File: config.mk
export PLATFORM = sky130hd
export DESIGN_NAME = c_comment_stripper_unit
export DESIGN_NICKNAME = d
export VERILOG_FILES = /design/src/rtl/core/ccs_pkg.sv /design/src/rtl/core/ccs_ram.sv /design/src/rtl/core/ccs_fifo.sv /design/src/rtl/core/ccs_front.sv /design/src/rtl/core/ccs_back.sv /design/src/rtl/core/c_comment_stripper_unit.sv
export SDC_FILE = /design/constraint.sdc
export NUM_CORES = 1
export LEC_CHECK = 0
export BUFFER_PORTS_ARGS = -buffer_cell sky130_fd_sc_hd__buf_2
export CAP_MARGIN = 20
export CORE_UTILIZATION = 25
export CTS_BUF_LIST = sky130_fd_sc_hd__clkbuf_16
export DETAILED_ROUTE_END_ITERATION = 7
export SETUP_SLACK_MARGIN = 0.5
export SLEW_MARGIN = 40
export SYNTH_ARGS = -nofsm -noshare
export SYNTH_HDL_FRONTEND = slang
export SYNTH_SLANG_ARGS = --single-unit
File: constraint.sdc
create_clock -name i_clk -period 3.05 [get_ports i_clk]
set_clock_uncertainty 0.2 [all_clocks]
set_input_delay 0.305 -clock i_clk [delete_from_list [all_inputs] [get_ports i_clk]]
set_output_delay 0.305 -clock i_clk [all_outputs]
set_load 0.02 [all_outputs]
File: src/rtl/core/ccs_pkg.sv
`timescale 1ns / 1ps
// Shared types and character constants for the C comment stripper.
// Used by the front end, the back end and the top level.
package ccs_pkg;

    localparam logic [7:0] CH_SLASH  = 8'h2F;
    localparam logic [7:0] CH_STAR   = 8'h2A;
    localparam logic [7:0] CH_LF     = 8'h0A;
    localparam logic [7:0] CH_CR     = 8'h0D;
    localparam logic [7:0] CH_BSLASH = 8'h5C;
    localparam logic [7:0] CH_DQUOTE = 8'h22;
    localparam logic [7:0] CH_SQUOTE = 8'h27;
    localparam logic [7:0] CH_SPACE  = 8'h20;

    // Hard cap on the comment buffer, and the width of a fill count up to it
    localparam int STORE_SLOTS = 32;
    localparam int CNT_W       = 6;

    typedef enum logic [0:0] {
        CMD_BYTES  = 1'b0,
        CMD_REPLAY = 1'b1
    } t_cmd_kind;

    // One queued job for the back end: one or two literal bytes, or a replay
    typedef struct packed {
        t_cmd_kind        kind;
        logic             two;
        logic [7:0]       b0;
        logic [7:0]       b1;
        logic [CNT_W-1:0] count;
        logic             ovf;
    } t_cmd;

endpackage

File: src/rtl/core/ccs_ram.sv
`timescale 1ns / 1ps
// Generic simple dual-port RAM: one write port, one registered read port.
// No dependencies.
module ccs_ram #(
    parameter int WIDTH = 8,
    parameter int DEPTH = 32
) (
    input  logic                     i_clk,
    input  logic                     i_we,
    input  logic [$clog2(DEPTH)-1:0] i_waddr,
    input  logic [WIDTH-1:0]         i_wdata,
    input  logic [$clog2(DEPTH)-1:0] i_raddr,
    output logic [WIDTH-1:0]         o_rdata
);

    logic [WIDTH-1:0] r_mem [DEPTH];
    logic [WIDTH-1:0] r_rdata;

    always_ff @(posedge i_clk) begin
        if (i_we) begin
            r_mem[i_waddr] <= i_wdata;
        end
        r_rdata <= r_mem[i_raddr];
    end

    assign o_rdata = r_rdata;

endmodule

File: src/rtl/core/ccs_fifo.sv
`timescale 1ns / 1ps
// Two-entry register queue between the front end and the back end.
// No package dependencies.
module ccs_fifo #(
    parameter int WIDTH = 25
) (
    input  logic             i_clk,
    input  logic             i_rst_n,
    input  logic             i_push,
    input  logic [WIDTH-1:0] i_data,
    output logic             o_full,
    input  logic             i_pop,
    output logic             o_valid,
    output logic [WIDTH-1:0] o_data
);

    logic [WIDTH-1:0] r_slot [2];
    logic             r_wptr;
    logic             r_rptr;
    logic [1:0]       r_fill;

    always_ff @(posedge i_clk) begin
        if (!i_rst_n) begin
            r_wptr <= 1'b0;
            r_rptr <= 1'b0;
            r_fill <= 2'd0;
        end else begin
            if (i_push) begin
                r_wptr <= ~r_wptr;
            end
            if (i_pop) begin
                r_rptr <= ~r_rptr;
            end
            if (i_push && !i_pop) begin
                r_fill <= r_fill + 2'd1;
            end else if (!i_push && i_pop) begin
                r_fill <= r_fill - 2'd1;
            end
        end
    end

    always_ff @(posedge i_clk) begin
        if (i_push) begin
            r_slot[r_wptr] <= i_data;
        end
    end

    assign o_full  = (r_fill == 2'd2);
    assign o_valid = (r_fill != 2'd0);
    assign o_data  = r_slot[r_rptr];

endmodule

File: src/rtl/core/ccs_front.sv
`timescale 1ns / 1ps
// Front end: accepts source bytes, runs the comment scanner, fills the comment
// buffer and queues output jobs. Depends on ccs_pkg.
module ccs_front #(
    parameter int LIMIT = 32
) (
    input  logic                     i_clk,
    input  logic                     i_rst_n,
    input  logic                     i_valid,
    output logic                     o_ready,
    input  logic [7:0]               i_char,
    input  logic                     i_eof,
    input  logic                     i_q_full,
    output logic                     o_push,
    output ccs_pkg::t_cmd            o_cmd,
    output logic                     o_we,
    output logic [$clog2(LIMIT)-1:0] o_waddr,
    output logic [7:0]               o_wdata,
    input  logic                     i_replay_done,
    output logic                     o_busy
);

    localparam int IDX_W = $clog2(LIMIT);

    typedef enum logic [3:0] {
        M_TEXT,
        M_SLASH,
        M_BLOCK,
        M_BLOCK_STAR,
        M_LINE,
        M_STR,
        M_STR_ESC,
        M_CHR,
        M_CHR_ESC
    } t_mode;

    t_mode                       r_mode, n_mode;
    logic [ccs_pkg::CNT_W-1:0]   r_cnt, n_cnt;
    logic                        r_ovf, n_ovf;
    logic                        r_busy, n_busy;
    logic                        accept;
    logic                        room;
    t_mode                       quote_mode;

    assign o_ready = !i_q_full && !r_busy;
    assign accept  = i_valid && o_ready;
    assign room    = (r_cnt < ccs_pkg::CNT_W'(LIMIT));
    assign o_waddr = r_cnt[IDX_W-1:0];
    assign o_wdata = i_char;
    assign o_busy  = r_busy;

    // Mode after a byte that is passed through from plain text
    always_comb begin
        if (i_char == ccs_pkg::CH_DQUOTE) begin
            quote_mode = M_STR;
        end else if (i_char == ccs_pkg::CH_SQUOTE) begin
            quote_mode = M_CHR;
        end else begin
            quote_mode = M_TEXT;
        end
    end

    always_comb begin
        n_mode = r_mode;
        n_cnt  = r_cnt;
        n_ovf  = r_ovf;
        n_busy = r_busy;
        o_push = 1'b0;
        o_we   = 1'b0;
        o_cmd  = '0;
        o_cmd.kind = ccs_pkg::CMD_BYTES;
        o_cmd.b0   = i_char;

        if (i_replay_done) begin
            n_busy = 1'b0;
        end

        if (accept) begin
            if (i_eof) begin
                if (r_mode == M_SLASH) begin
                    o_push   = 1'b1;
                    o_cmd.b0 = ccs_pkg::CH_SLASH;
                end else if ((r_mode == M_BLOCK || r_mode == M_BLOCK_STAR)
                             && r_cnt != '0) begin
                    o_push      = 1'b1;
                    o_cmd.kind  = ccs_pkg::CMD_REPLAY;
                    o_cmd.count = r_cnt;
                    o_cmd.ovf   = r_ovf;
                    n_busy      = 1'b1;
                end
                n_mode = M_TEXT;
                n_cnt  = '0;
                n_ovf  = 1'b0;
            end else begin
                case (r_mode)
                    M_TEXT: begin
                        if (i_char == ccs_pkg::CH_SLASH) begin
                            n_mode = M_SLASH;
                        end else begin
                            o_push = 1'b1;
                            n_mode = quote_mode;
                        end
                    end
                    M_SLASH: begin
                        if (i_char == ccs_pkg::CH_STAR) begin
                            // slash and star sit implicitly in slots zero and one
                            n_cnt  = ccs_pkg::CNT_W'(2);
                            n_ovf  = 1'b0;
                            n_mode = M_BLOCK;
                        end else if (i_char == ccs_pkg::CH_SLASH) begin
                            n_mode = M_LINE;
                        end else begin
                            o_push    = 1'b1;
                            o_cmd.two = 1'b1;
                            o_cmd.b0  = ccs_pkg::CH_SLASH;
                            o_cmd.b1  = i_char;
                            n_mode    = quote_mode;
                        end
                    end
                    M_LINE: begin
                        if (i_char == ccs_pkg::CH_LF || i_char == ccs_pkg::CH_CR) begin
                            o_push = 1'b1;
                            n_mode = M_TEXT;
                        end
                    end
                    M_BLOCK, M_BLOCK_STAR: begin
                        if (r_mode == M_BLOCK_STAR && i_char == ccs_pkg::CH_SLASH) begin
                            o_push   = 1'b1;
                            o_cmd.b0 = ccs_pkg::CH_SPACE;
                            n_cnt    = '0;
                            n_ovf    = 1'b0;
                            n_mode   = M_TEXT;
                        end else begin
                            if (room) begin
                                o_we  = 1'b1;
                                n_cnt = r_cnt + ccs_pkg::CNT_W'(1);
                            end else begin
                                n_ovf = 1'b1;
                            end
                            n_mode = (i_char == ccs_pkg::CH_STAR) ? M_BLOCK_STAR : M_BLOCK;
                        end
                    end
                    M_STR: begin
                        o_push = 1'b1;
                        if (i_char == ccs_pkg::CH_BSLASH) begin
                            n_mode = M_STR_ESC;
                        end else if (i_char == ccs_pkg::CH_DQUOTE) begin
                            n_mode = M_TEXT;
                        end
                    end
                    M_STR_ESC: begin
                        o_push = 1'b1;
                        n_mode = M_STR;
                    end
                    M_CHR: begin
                        o_push = 1'b1;
                        if (i_char == ccs_pkg::CH_BSLASH) begin
                            n_mode = M_CHR_ESC;
                        end else if (i_char == ccs_pkg::CH_SQUOTE) begin
                            n_mode = M_TEXT;
                        end
                    end
                    M_CHR_ESC: begin
                        o_push = 1'b1;
                        n_mode = M_CHR;
                    end
                    default: begin
                        n_mode = M_TEXT;
                    end
                endcase
            end
        end
    end

    always_ff @(posedge i_clk) begin
        if (!i_rst_n) begin
            r_mode <= M_TEXT;
            r_cnt  <= '0;
            r_ovf  <= 1'b0;
            r_busy <= 1'b0;
        end else begin
            r_mode <= n_mode;
            r_cnt  <= n_cnt;
            r_ovf  <= n_ovf;
            r_busy <= n_busy;
        end
    end

endmodule

File: src/rtl/core/ccs_back.sv
`timescale 1ns / 1ps
// Back end: pops queued jobs, emits literal bytes and replays the comment
// buffer into the output register. Depends on ccs_pkg.
module ccs_back #(
    parameter int LIMIT = 32
) (
    input  logic                     i_clk,
    input  logic                     i_rst_n,
    input  logic                     i_q_valid,
    input  ccs_pkg::t_cmd            i_cmd,
    output logic                     o_pop,
    output logic [$clog2(LIMIT)-1:0] o_raddr,
    input  logic [7:0]               i_rdata,
    output logic                     o_replay_done,
    output logic                     o_valid,
    input  logic                     i_ready,
    output logic [7:0]               o_char,
    output logic                     o_last,
    output logic                     o_ovf
);

    localparam int IDX_W = $clog2(LIMIT);

    typedef enum logic [1:0] {
        B_IDLE,
        B_SECOND,
        B_REPLAY
    } t_bstate;

    t_bstate                   r_state, n_state;
    logic                      r_out_valid, n_out_valid;
    logic [7:0]                r_out_char, n_out_char;
    logic                      r_out_last, n_out_last;
    logic                      r_out_ovf, n_out_ovf;
    logic [7:0]                r_b1, n_b1;
    logic [ccs_pkg::CNT_W-1:0] r_rcnt, n_rcnt;
    logic                      r_rovf, n_rovf;
    logic [IDX_W-1:0]          r_idx, n_idx;
    logic                      r_addr_ok, n_addr_ok;
    logic                      out_free;
    logic                      head_slot;
    logic [7:0]                rp_char;
    logic                      rp_ok;
    logic                      rp_last;

    assign out_free  = !r_out_valid || i_ready;
    assign head_slot = (ccs_pkg::CNT_W'(r_idx) < ccs_pkg::CNT_W'(2));
    assign rp_char   = head_slot ? ((r_idx == '0) ? ccs_pkg::CH_SLASH : ccs_pkg::CH_STAR)
                                 : i_rdata;
    // RAM data is good in the cycle after the address settles
    assign rp_ok     = head_slot || r_addr_ok;
    assign rp_last   = (ccs_pkg::CNT_W'(r_idx) + ccs_pkg::CNT_W'(1) == r_rcnt);
    assign o_raddr   = r_idx;

    always_comb begin
        n_state       = r_state;
        n_out_valid   = r_out_valid;
        n_out_char    = r_out_char;
        n_out_last    = r_out_last;
        n_out_ovf     = r_out_ovf;
        n_b1          = r_b1;
        n_rcnt        = r_rcnt;
        n_rovf        = r_rovf;
        n_idx         = r_idx;
        n_addr_ok     = r_addr_ok;
        o_pop         = 1'b0;
        o_replay_done = 1'b0;

        if (r_out_valid && i_ready) begin
            n_out_valid = 1'b0;
        end

        case (r_state)
            B_IDLE: begin
                if (i_q_valid && out_free) begin
                    o_pop = 1'b1;
                    if (i_cmd.kind == ccs_pkg::CMD_BYTES) begin
                        n_out_valid = 1'b1;
                        n_out_char  = i_cmd.b0;
                        n_out_last  = !i_cmd.two;
                        n_out_ovf   = 1'b0;
                        n_b1        = i_cmd.b1;
                        if (i_cmd.two) begin
                            n_state = B_SECOND;
                        end
                    end else begin
                        n_rcnt    = i_cmd.count;
                        n_rovf    = i_cmd.ovf;
                        n_idx     = '0;
                        n_addr_ok = 1'b0;
                        n_state   = B_REPLAY;
                    end
                end
            end
            B_SECOND: begin
                if (out_free) begin
                    n_out_valid = 1'b1;
                    n_out_char  = r_b1;
                    n_out_last  = 1'b1;
                    n_out_ovf   = 1'b0;
                    n_state     = B_IDLE;
                end
            end
            B_REPLAY: begin
                if (out_free && rp_ok) begin
                    n_out_valid = 1'b1;
                    n_out_char  = rp_char;
                    n_out_last  = rp_last;
                    n_out_ovf   = r_rovf;
                    if (rp_last) begin
                        o_replay_done = 1'b1;
                        n_state       = B_IDLE;
                    end else begin
                        n_idx     = r_idx + IDX_W'(1);
                        n_addr_ok = 1'b0;
                    end
                end else begin
                    n_addr_ok = 1'b1;
                end
            end
            default: begin
                n_state = B_IDLE;
            end
        endcase
    end

    always_ff @(posedge i_clk) begin
        if (!i_rst_n) begin
            r_state     <= B_IDLE;
            r_out_valid <= 1'b0;
            r_addr_ok   <= 1'b0;
        end else begin
            r_state     <= n_state;
            r_out_valid <= n_out_valid;
            r_addr_ok   <= n_addr_ok;
        end
        r_out_char <= n_out_char;
        r_out_last <= n_out_last;
        r_out_ovf  <= n_out_ovf;
        r_b1       <= n_b1;
        r_rcnt     <= n_rcnt;
        r_rovf     <= n_rovf;
        r_idx      <= n_idx;
    end

    assign o_valid = r_out_valid;
    assign o_char  = r_out_char;
    assign o_last  = r_out_last;
    assign o_ovf   = r_out_ovf;

endmodule

File: src/rtl/core/c_comment_stripper_unit.sv
`timescale 1ns / 1ps
// Top level of the C comment stripper: front end, job queue, back end and
// comment buffer RAM. Depends on ccs_pkg, ccs_front, ccs_fifo, ccs_back, ccs_ram.
//
// Usage:
//   Slave stream carries one source byte per transaction in s_tdata; s_tuser
//   set marks end of file (the byte is then ignored). Master stream carries one
//   output byte per transaction in m_tdata; m_tlast marks the last byte caused
//   by one input transaction; m_tuser is set on replayed comment bytes when the
//   unterminated comment was longer than the buffer.
//   A passed byte goes into the job queue and then the output register before
//   it is valid on the master side. Throughput: one input byte per cycle while
//   the master side is ready and each input produces at most one output byte;
//   a slash followed by an ordinary byte yields two output bytes and holds the
//   queue for the second. At end of file inside an unclosed block comment the
//   buffer is replayed: the first two bytes are the fixed slash and star, every
//   further byte waits for the registered RAM read. The slave side stalls
//   during the replay so the buffer can not be refilled early.
//   Reset clears scanner state, the queue and the output register; the RAM
//   needs no clearing. When the master side stalls, the output register and the
//   two-entry queue fill and then the slave side is held off.
module c_comment_stripper_unit #(
    parameter int COMMENT_DEPTH = 32
) (
    input  logic       i_clk,
    input  logic       i_rst_n,
    input  logic       i_s_tvalid,
    output logic       o_s_tready,
    input  logic [7:0] i_s_tdata,   // [7:0] in_char
    input  logic [0:0] i_s_tuser,   // [0] end_of_input
    output logic       o_m_tvalid,
    input  logic       i_m_tready,
    output logic [7:0] o_m_tdata,   // [7:0] out_char
    output logic       o_m_tlast,
    output logic [0:0] o_m_tuser    // [0] overflowed
);

    localparam int LIMIT = (COMMENT_DEPTH < ccs_pkg::STORE_SLOTS) ? COMMENT_DEPTH
                                                                   : ccs_pkg::STORE_SLOTS;
    localparam int IDX_W = $clog2(LIMIT);
    localparam int CMD_W = $bits(ccs_pkg::t_cmd);

    logic               q_full;
    logic               q_push;
    logic               q_pop;
    logic               q_valid;
    ccs_pkg::t_cmd      push_cmd;
    ccs_pkg::t_cmd      head_cmd;
    logic [CMD_W-1:0]   head_bits;
    logic               ram_we;
    logic [IDX_W-1:0]   ram_waddr;
    logic [7:0]         ram_wdata;
    logic [IDX_W-1:0]   ram_raddr;
    logic [7:0]         ram_rdata;
    logic               replay_done;
    logic               busy;

    ccs_front #(.LIMIT(LIMIT)) u_front (
        .i_clk         (i_clk),
        .i_rst_n       (i_rst_n),
        .i_valid       (i_s_tvalid),
        .o_ready       (o_s_tready),
        .i_char        (i_s_tdata),
        .i_eof         (i_s_tuser[0]),
        .i_q_full      (q_full),
        .o_push        (q_push),
        .o_cmd         (push_cmd),
        .o_we          (ram_we),
        .o_waddr       (ram_waddr),
        .o_wdata       (ram_wdata),
        .i_replay_done (replay_done),
        .o_busy        (busy)
    );

    ccs_fifo #(.WIDTH(CMD_W)) u_fifo (
        .i_clk   (i_clk),
        .i_rst_n (i_rst_n),
        .i_push  (q_push),
        .i_data  (push_cmd),
        .o_full  (q_full),
        .i_pop   (q_pop),
        .o_valid (q_valid),
        .o_data  (head_bits)
    );

    assign head_cmd = ccs_pkg::t_cmd'(head_bits);

    ccs_ram #(.WIDTH(8), .DEPTH(LIMIT)) u_ram (
        .i_clk   (i_clk),
        .i_we    (ram_we),
        .i_waddr (ram_waddr),
        .i_wdata (ram_wdata),
        .i_raddr (ram_raddr),
        .o_rdata (ram_rdata)
    );

    ccs_back #(.LIMIT(LIMIT)) u_back (
        .i_clk         (i_clk),
        .i_rst_n       (i_rst_n),
        .i_q_valid     (q_valid),
        .i_cmd         (head_cmd),
        .o_pop         (q_pop),
        .o_raddr       (ram_raddr),
        .i_rdata       (ram_rdata),
        .o_replay_done (replay_done),
        .o_valid       (o_m_tvalid),
        .i_ready       (i_m_tready),
        .o_char        (o_m_tdata),
        .o_last        (o_m_tlast),
        .o_ovf         (o_m_tuser[0])
    );

    // The buffer must not be written while a replay still reads it
    a_no_write_in_replay: assert property (@(posedge i_clk) disable iff (!i_rst_n)
        busy |-> !ram_we)
        else $error("comment buffer written during replay");

    a_no_push_when_full: assert property (@(posedge i_clk) disable iff (!i_rst_n)
        q_push |-> !q_full)
        else $error("job queue overrun");

    a_done_only_when_busy: assert property (@(posedge i_clk) disable iff (!i_rst_n)
        replay_done |-> busy)
        else $error("replay finished without a pending replay");

    a_done_ends_run: assert property (@(posedge i_clk) disable iff (!i_rst_n)
        replay_done |=> (o_m_tvalid && o_m_tlast))
        else $error("replay end not marked on output");

endmodule
==> results.ini <==
[cts]
cts_num_sinks = 365
worst_setup_hold_path_clk_slew_ns = 0.06
cts-htree-levels = 2
tritoncts = built
ctsLongestPathBuffers = 3
clock-root-buffer = sky130_fd_sc_hd__clkbuf_16
cts_inserted_buffers = 39
later_pin_clock_latency_in_the_skew_report_ns = 0.56

[worst_setup_path]
worstPathCellList = inv_1 -> ha_1 -> nand2b_1 -> o21ai_2 -> a31o_2 -> a21oi_2 -> ha_1 -> or3_1 -> a21boi_0
critical_path.n_buffers_inverters = 1
crit_top_cell = sky130_fd_sc_hd__ha_1
cp.required_ns = 3.31
top_family_by_delay_on_critical_path = compound AO/OA/AOI/OAI gates
slowest_delay_ns = 0.42
critPathArrivalTime_ns = 2.70
setup.worst_path.start = u_front.r_cnt[0]
r2r_start = u_front.r_cnt[0]
worst_path_class_setup = reg2reg
timing.critical_path.fanout_max = 6
timing.critical_path.to_type = register
critical-path-slowest-cell = sky130_fd_sc_hd__dfxtp_1
timing.critical_path.from_type = register

[synthesis]
netlist_top_cells_area = sky130_fd_sc_hd__edfxtp_1, sky130_fd_sc_hd__mux4_2, sky130_fd_sc_hd__dfxtp_1
synth.largest_area_cell = sky130_fd_sc_hd__edfxtp_1
synth-async-reset-ratio = 0
postSynthCellCount = 874
synth_cell_type_count = 60
yosys_most_used_dff = sky130_fd_sc_hd__edfxtp_1
synth-seq-cells = 365
synth_top_family_by_area = multiplexers
post_synth_mux_area_share = 0.137
proportion_of_synthesized_chip_area_in_sequential_cells = 0.710
synth_fa_ha_area_frac = 0.00916
synth_simple_gate_area_frac = 0.0689
postSynthNetCount = 898
synth_enable_flop_cells = 336
yosys.area_share.xor_xnor = 0.00908
yosysWarnings = 0
syn_area_per_cell_um2 = 17.2
share_of_the_synthesized_area_in_compound_gates_ao_oa_aoi_oai = 0.0478
netlist_area_um2 = 15000
synth.top_cell.area_share = 0.672

[die]
fp.dieH_um = 247
chipWidth_um = 247
floorplan.initialDensity = 0.254
num_rows = 89
core_area_um2 = 59200
ios = 25
die-area_um2 = 61100

[global_route]
grt_antenna_before_repair = 5
grt_pass1_wl_um = 51200
grt_util_all_layers = 0.111
pin_count_of_the_biggest_net_entering_global_routing = 59
grt-ovfl-total = 0
grt_pass1_vias = 8340

[place]
place_ws_ns = 0.304
place.gp.congestion = 0.809
place_hpwl_um = 22100
port_buffers = 24
dpl.cell_count = 1707

[layout]
final_core_utilization = 0.304
layout-drive-gt1-share = 0.283
multi_input_area_um2 = 4170
syn2layout_area_growth_pct = 19.9
nets = 1011
layout.cells.non_filler = 1788
num-fill-cells = 5794
layout.area.seq_um2 = 10700

[route]
ant_nets = 0
num_vias = 8051
postRouteWirelength_um = 33300
drt_drc_violations_left = 6
routedWlPerCell_um = 18.6
drt-pass1-iter-count = 7
vias_per_cell = 4.50
dr.first_iter.drc_count = 641

[sta]
worst_slew_pin_slew_ns = 0.704
fmaxAchievable_mhz = 410
min_period_ns = 2.44
setup_viol_count_final = 0
final_min_period_over_clock_period = 0.799
worst_setup_slack_final_ns = 0.614
timing_hold_violations_final = 0
rsz0062_at_grt = no
slew_headroom = 0.526
slew_violations = 0
fin_tns_setup_ns = 0

[power]
leakage_nw = 5.85
power_frac_comb = 0.225
p_sw_frac = 0.277
clockPowerShare = 0.332
power_density_cells_nw_per_um2 = 755
switching_power_w = 0.00376
vdd_drop_max_uv = 356
cellInternalPower_w = 0.00984
power_frac_seq = 0.443

[worst_hold_path]
worst_hold_startpoint = i_s_tdata[1]
hold_class = in2reg

[flow_run]
max_cap_viol_count = 0

[run_status]
run_status = finished with violations
violations = DRC

==> worst paths after layout <==
| path | endpoint | slack [ns] | cells after the start |
|---|---|---|---|
| setup reg to reg | u_fifo.r_fill[1] | 0.61 | 9 |
| setup / recovery | u_fifo.r_fill[1] | 0.61 | 9 |
| hold reg to reg | u_back.r_state[1] | 0.30 | 2 |
| hold / removal | u_fifo.r_slot[1][16] | 0.03 | 2 |
==> power by group through the flow <==
stage	Combinational (W)	Sequential [W]	Clock (W)
after floorplan	0.00203	0.00615	0
after global placement	0.00297	0.00617	0
after detailed placement	0.00299	0.00618	0
after CTS	0.00305	0.00605	0.00463
after global routing	0.00332	0.00605	0.00482
final	0.00306	0.00602	0.00452
==> metrics by stage <==
step           hold slack, ns  total power [W]  cell area, um^2
6_report               0.0276           0.0136            18000
5_1_grt                0.0201           0.0142            18000
4_1_cts               0.00313           0.0137            17900
3_5_place_dp            0.298          0.00917            16600
3_3_place_gp            0.287          0.00914            16600
2_1_floorplan           0.204          0.00818            15100
==> metal layers <==
layer	part of all wire	track usage
met2	0.50	0.189
met3	0.035	0.0175
met5	0.0014	0
met1	0.44	0.142
met4	0.022	0.0385
==> repair_timing <==
action | CTS | global route
setup buffers | 1 | 8
hold endpoints to repair | 7 | 0
pin swaps | 0 | 0
resized for setup | 5 | 11
endpoints found under the setup margin | 321 | 306
hold buffers | 3 | 0
==> registers in the layout, summed over array words and instances, names as in the netlist, 2 cells and up, named ones only <==
register	cells
u_back.o_char	8
u_back.o_raddr	5
u_back.r_b1	8
u_back.r_rcnt	6
u_back.r_state	2
u_fifo.r_fill	2
u_fifo.r_slot	50
u_front.r_cnt	6
u_front.r_mode	4
u_ram.o_rdata	8
u_ram.r_mem	256
==> cell usage after synthesis, types with 4 or more instances <==
cell type / number
sky130_fd_sc_hd__edfxtp_1: 336
sky130_fd_sc_hd__mux4_2: 70
sky130_fd_sc_hd__nor2_1: 67
sky130_fd_sc_hd__nand2_1: 30
sky130_fd_sc_hd__dfxtp_1: 29
sky130_fd_sc_hd__a21oi_1: 24
sky130_fd_sc_hd__clkbuf_1: 24
sky130_fd_sc_hd__mux2_2: 24
sky130_fd_sc_hd__o21ai_0: 23
sky130_fd_sc_hd__and2_1: 21
sky130_fd_sc_hd__mux2i_1: 21
sky130_fd_sc_hd__inv_1: 16
sky130_fd_sc_hd__nor2b_1: 12
sky130_fd_sc_hd__ha_1: 11
sky130_fd_sc_hd__nand3_1: 10
sky130_fd_sc_hd__nor3_1: 10
sky130_fd_sc_hd__and3_1: 9
sky130_fd_sc_hd__xnor2_1: 9
sky130_fd_sc_hd__a211oi_1: 8
sky130_fd_sc_hd__o21ai_1: 8
sky130_fd_sc_hd__o22ai_1: 7
sky130_fd_sc_hd__or3_1: 7
sky130_fd_sc_hd__buf_2: 6
sky130_fd_sc_hd__nand2b_1: 6
sky130_fd_sc_hd__nor4_1: 6
sky130_fd_sc_hd__buf_1: 5
sky130_fd_sc_hd__o211ai_1: 5
sky130_fd_sc_hd__o221ai_1: 5
sky130_fd_sc_hd__a32oi_1: 4
sky130_fd_sc_hd__buf_6: 4
sky130_fd_sc_hd__nand3b_1: 4
sky130_fd_sc_hd__o2bb2ai_1: 4
sky130_fd_sc_hd__xor2_1: 4
==> kinds of logic (layout without fill, tap and decap cells) <==
kind of cell	count (synthesis)	in the layout
DFF	365	365
muxes	115	115
other	0	2
buffers and inverters	59	198
adders and majority gates	11	11
xor gates and xnor gates	14	14
and+or+nand+nor	200	200
AOI/OAI and AO/OA	110	110
==> area by class of cell <==
type                    count  area share
clock inverters            28      0.0138
multi-input cells         450       0.232
clock buffers              39      0.0542
inverters                  17     0.00354
diodes                      2    0.000278
repair buffers            114      0.0501
flip-flops and latches    365       0.593
well taps                 773      0.0537
==> cell usage in the layout (no fill, tap or decap), types with 6 or more instances in the layout <==
| master | netlist | final |
|---|---|---|
| sky130_fd_sc_hd__nand2_1 | 30 | 30 |
| sky130_fd_sc_hd__or3_1 | 7 | 7 |
| sky130_fd_sc_hd__nand3_1 | 10 | 10 |
| sky130_fd_sc_hd__inv_1 | 16 | 23 |
| sky130_fd_sc_hd__clkinv_2 | 0 | 6 |
| sky130_fd_sc_hd__buf_4 | 3 | 79 |
| sky130_fd_sc_hd__clkinv_1 | 1 | 7 |
| sky130_fd_sc_hd__buf_2 | 6 | 24 |
| sky130_fd_sc_hd__o21ai_0 | 23 | 23 |
| sky130_fd_sc_hd__o21ai_1 | 8 | 6 |
| sky130_fd_sc_hd__mux2_2 | 24 | 24 |
| sky130_fd_sc_hd__dfxtp_1 | 29 | 25 |
| sky130_fd_sc_hd__mux2i_1 | 21 | 21 |
| sky130_fd_sc_hd__nor2b_1 | 12 | 11 |
| sky130_fd_sc_hd__nor3_1 | 10 | 7 |
| sky130_fd_sc_hd__xnor2_1 | 9 | 9 |
| sky130_fd_sc_hd__nor2_1 | 67 | 66 |
| sky130_fd_sc_hd__mux4_2 | 70 | 70 |
| sky130_fd_sc_hd__buf_12 | 0 | 8 |
| sky130_fd_sc_hd__a211oi_1 | 8 | 8 |
| sky130_fd_sc_hd__a21oi_1 | 24 | 23 |
| sky130_fd_sc_hd__and3_1 | 9 | 9 |
| sky130_fd_sc_hd__o22ai_1 | 7 | 7 |
| sky130_fd_sc_hd__ha_1 | 11 | 11 |
| sky130_fd_sc_hd__edfxtp_1 | 336 | 336 |
| sky130_fd_sc_hd__and2_1 | 21 | 20 |
| sky130_fd_sc_hd__clkbuf_16 | 0 | 39 |
Note: power is estimated with default switching activity, not from simulation.
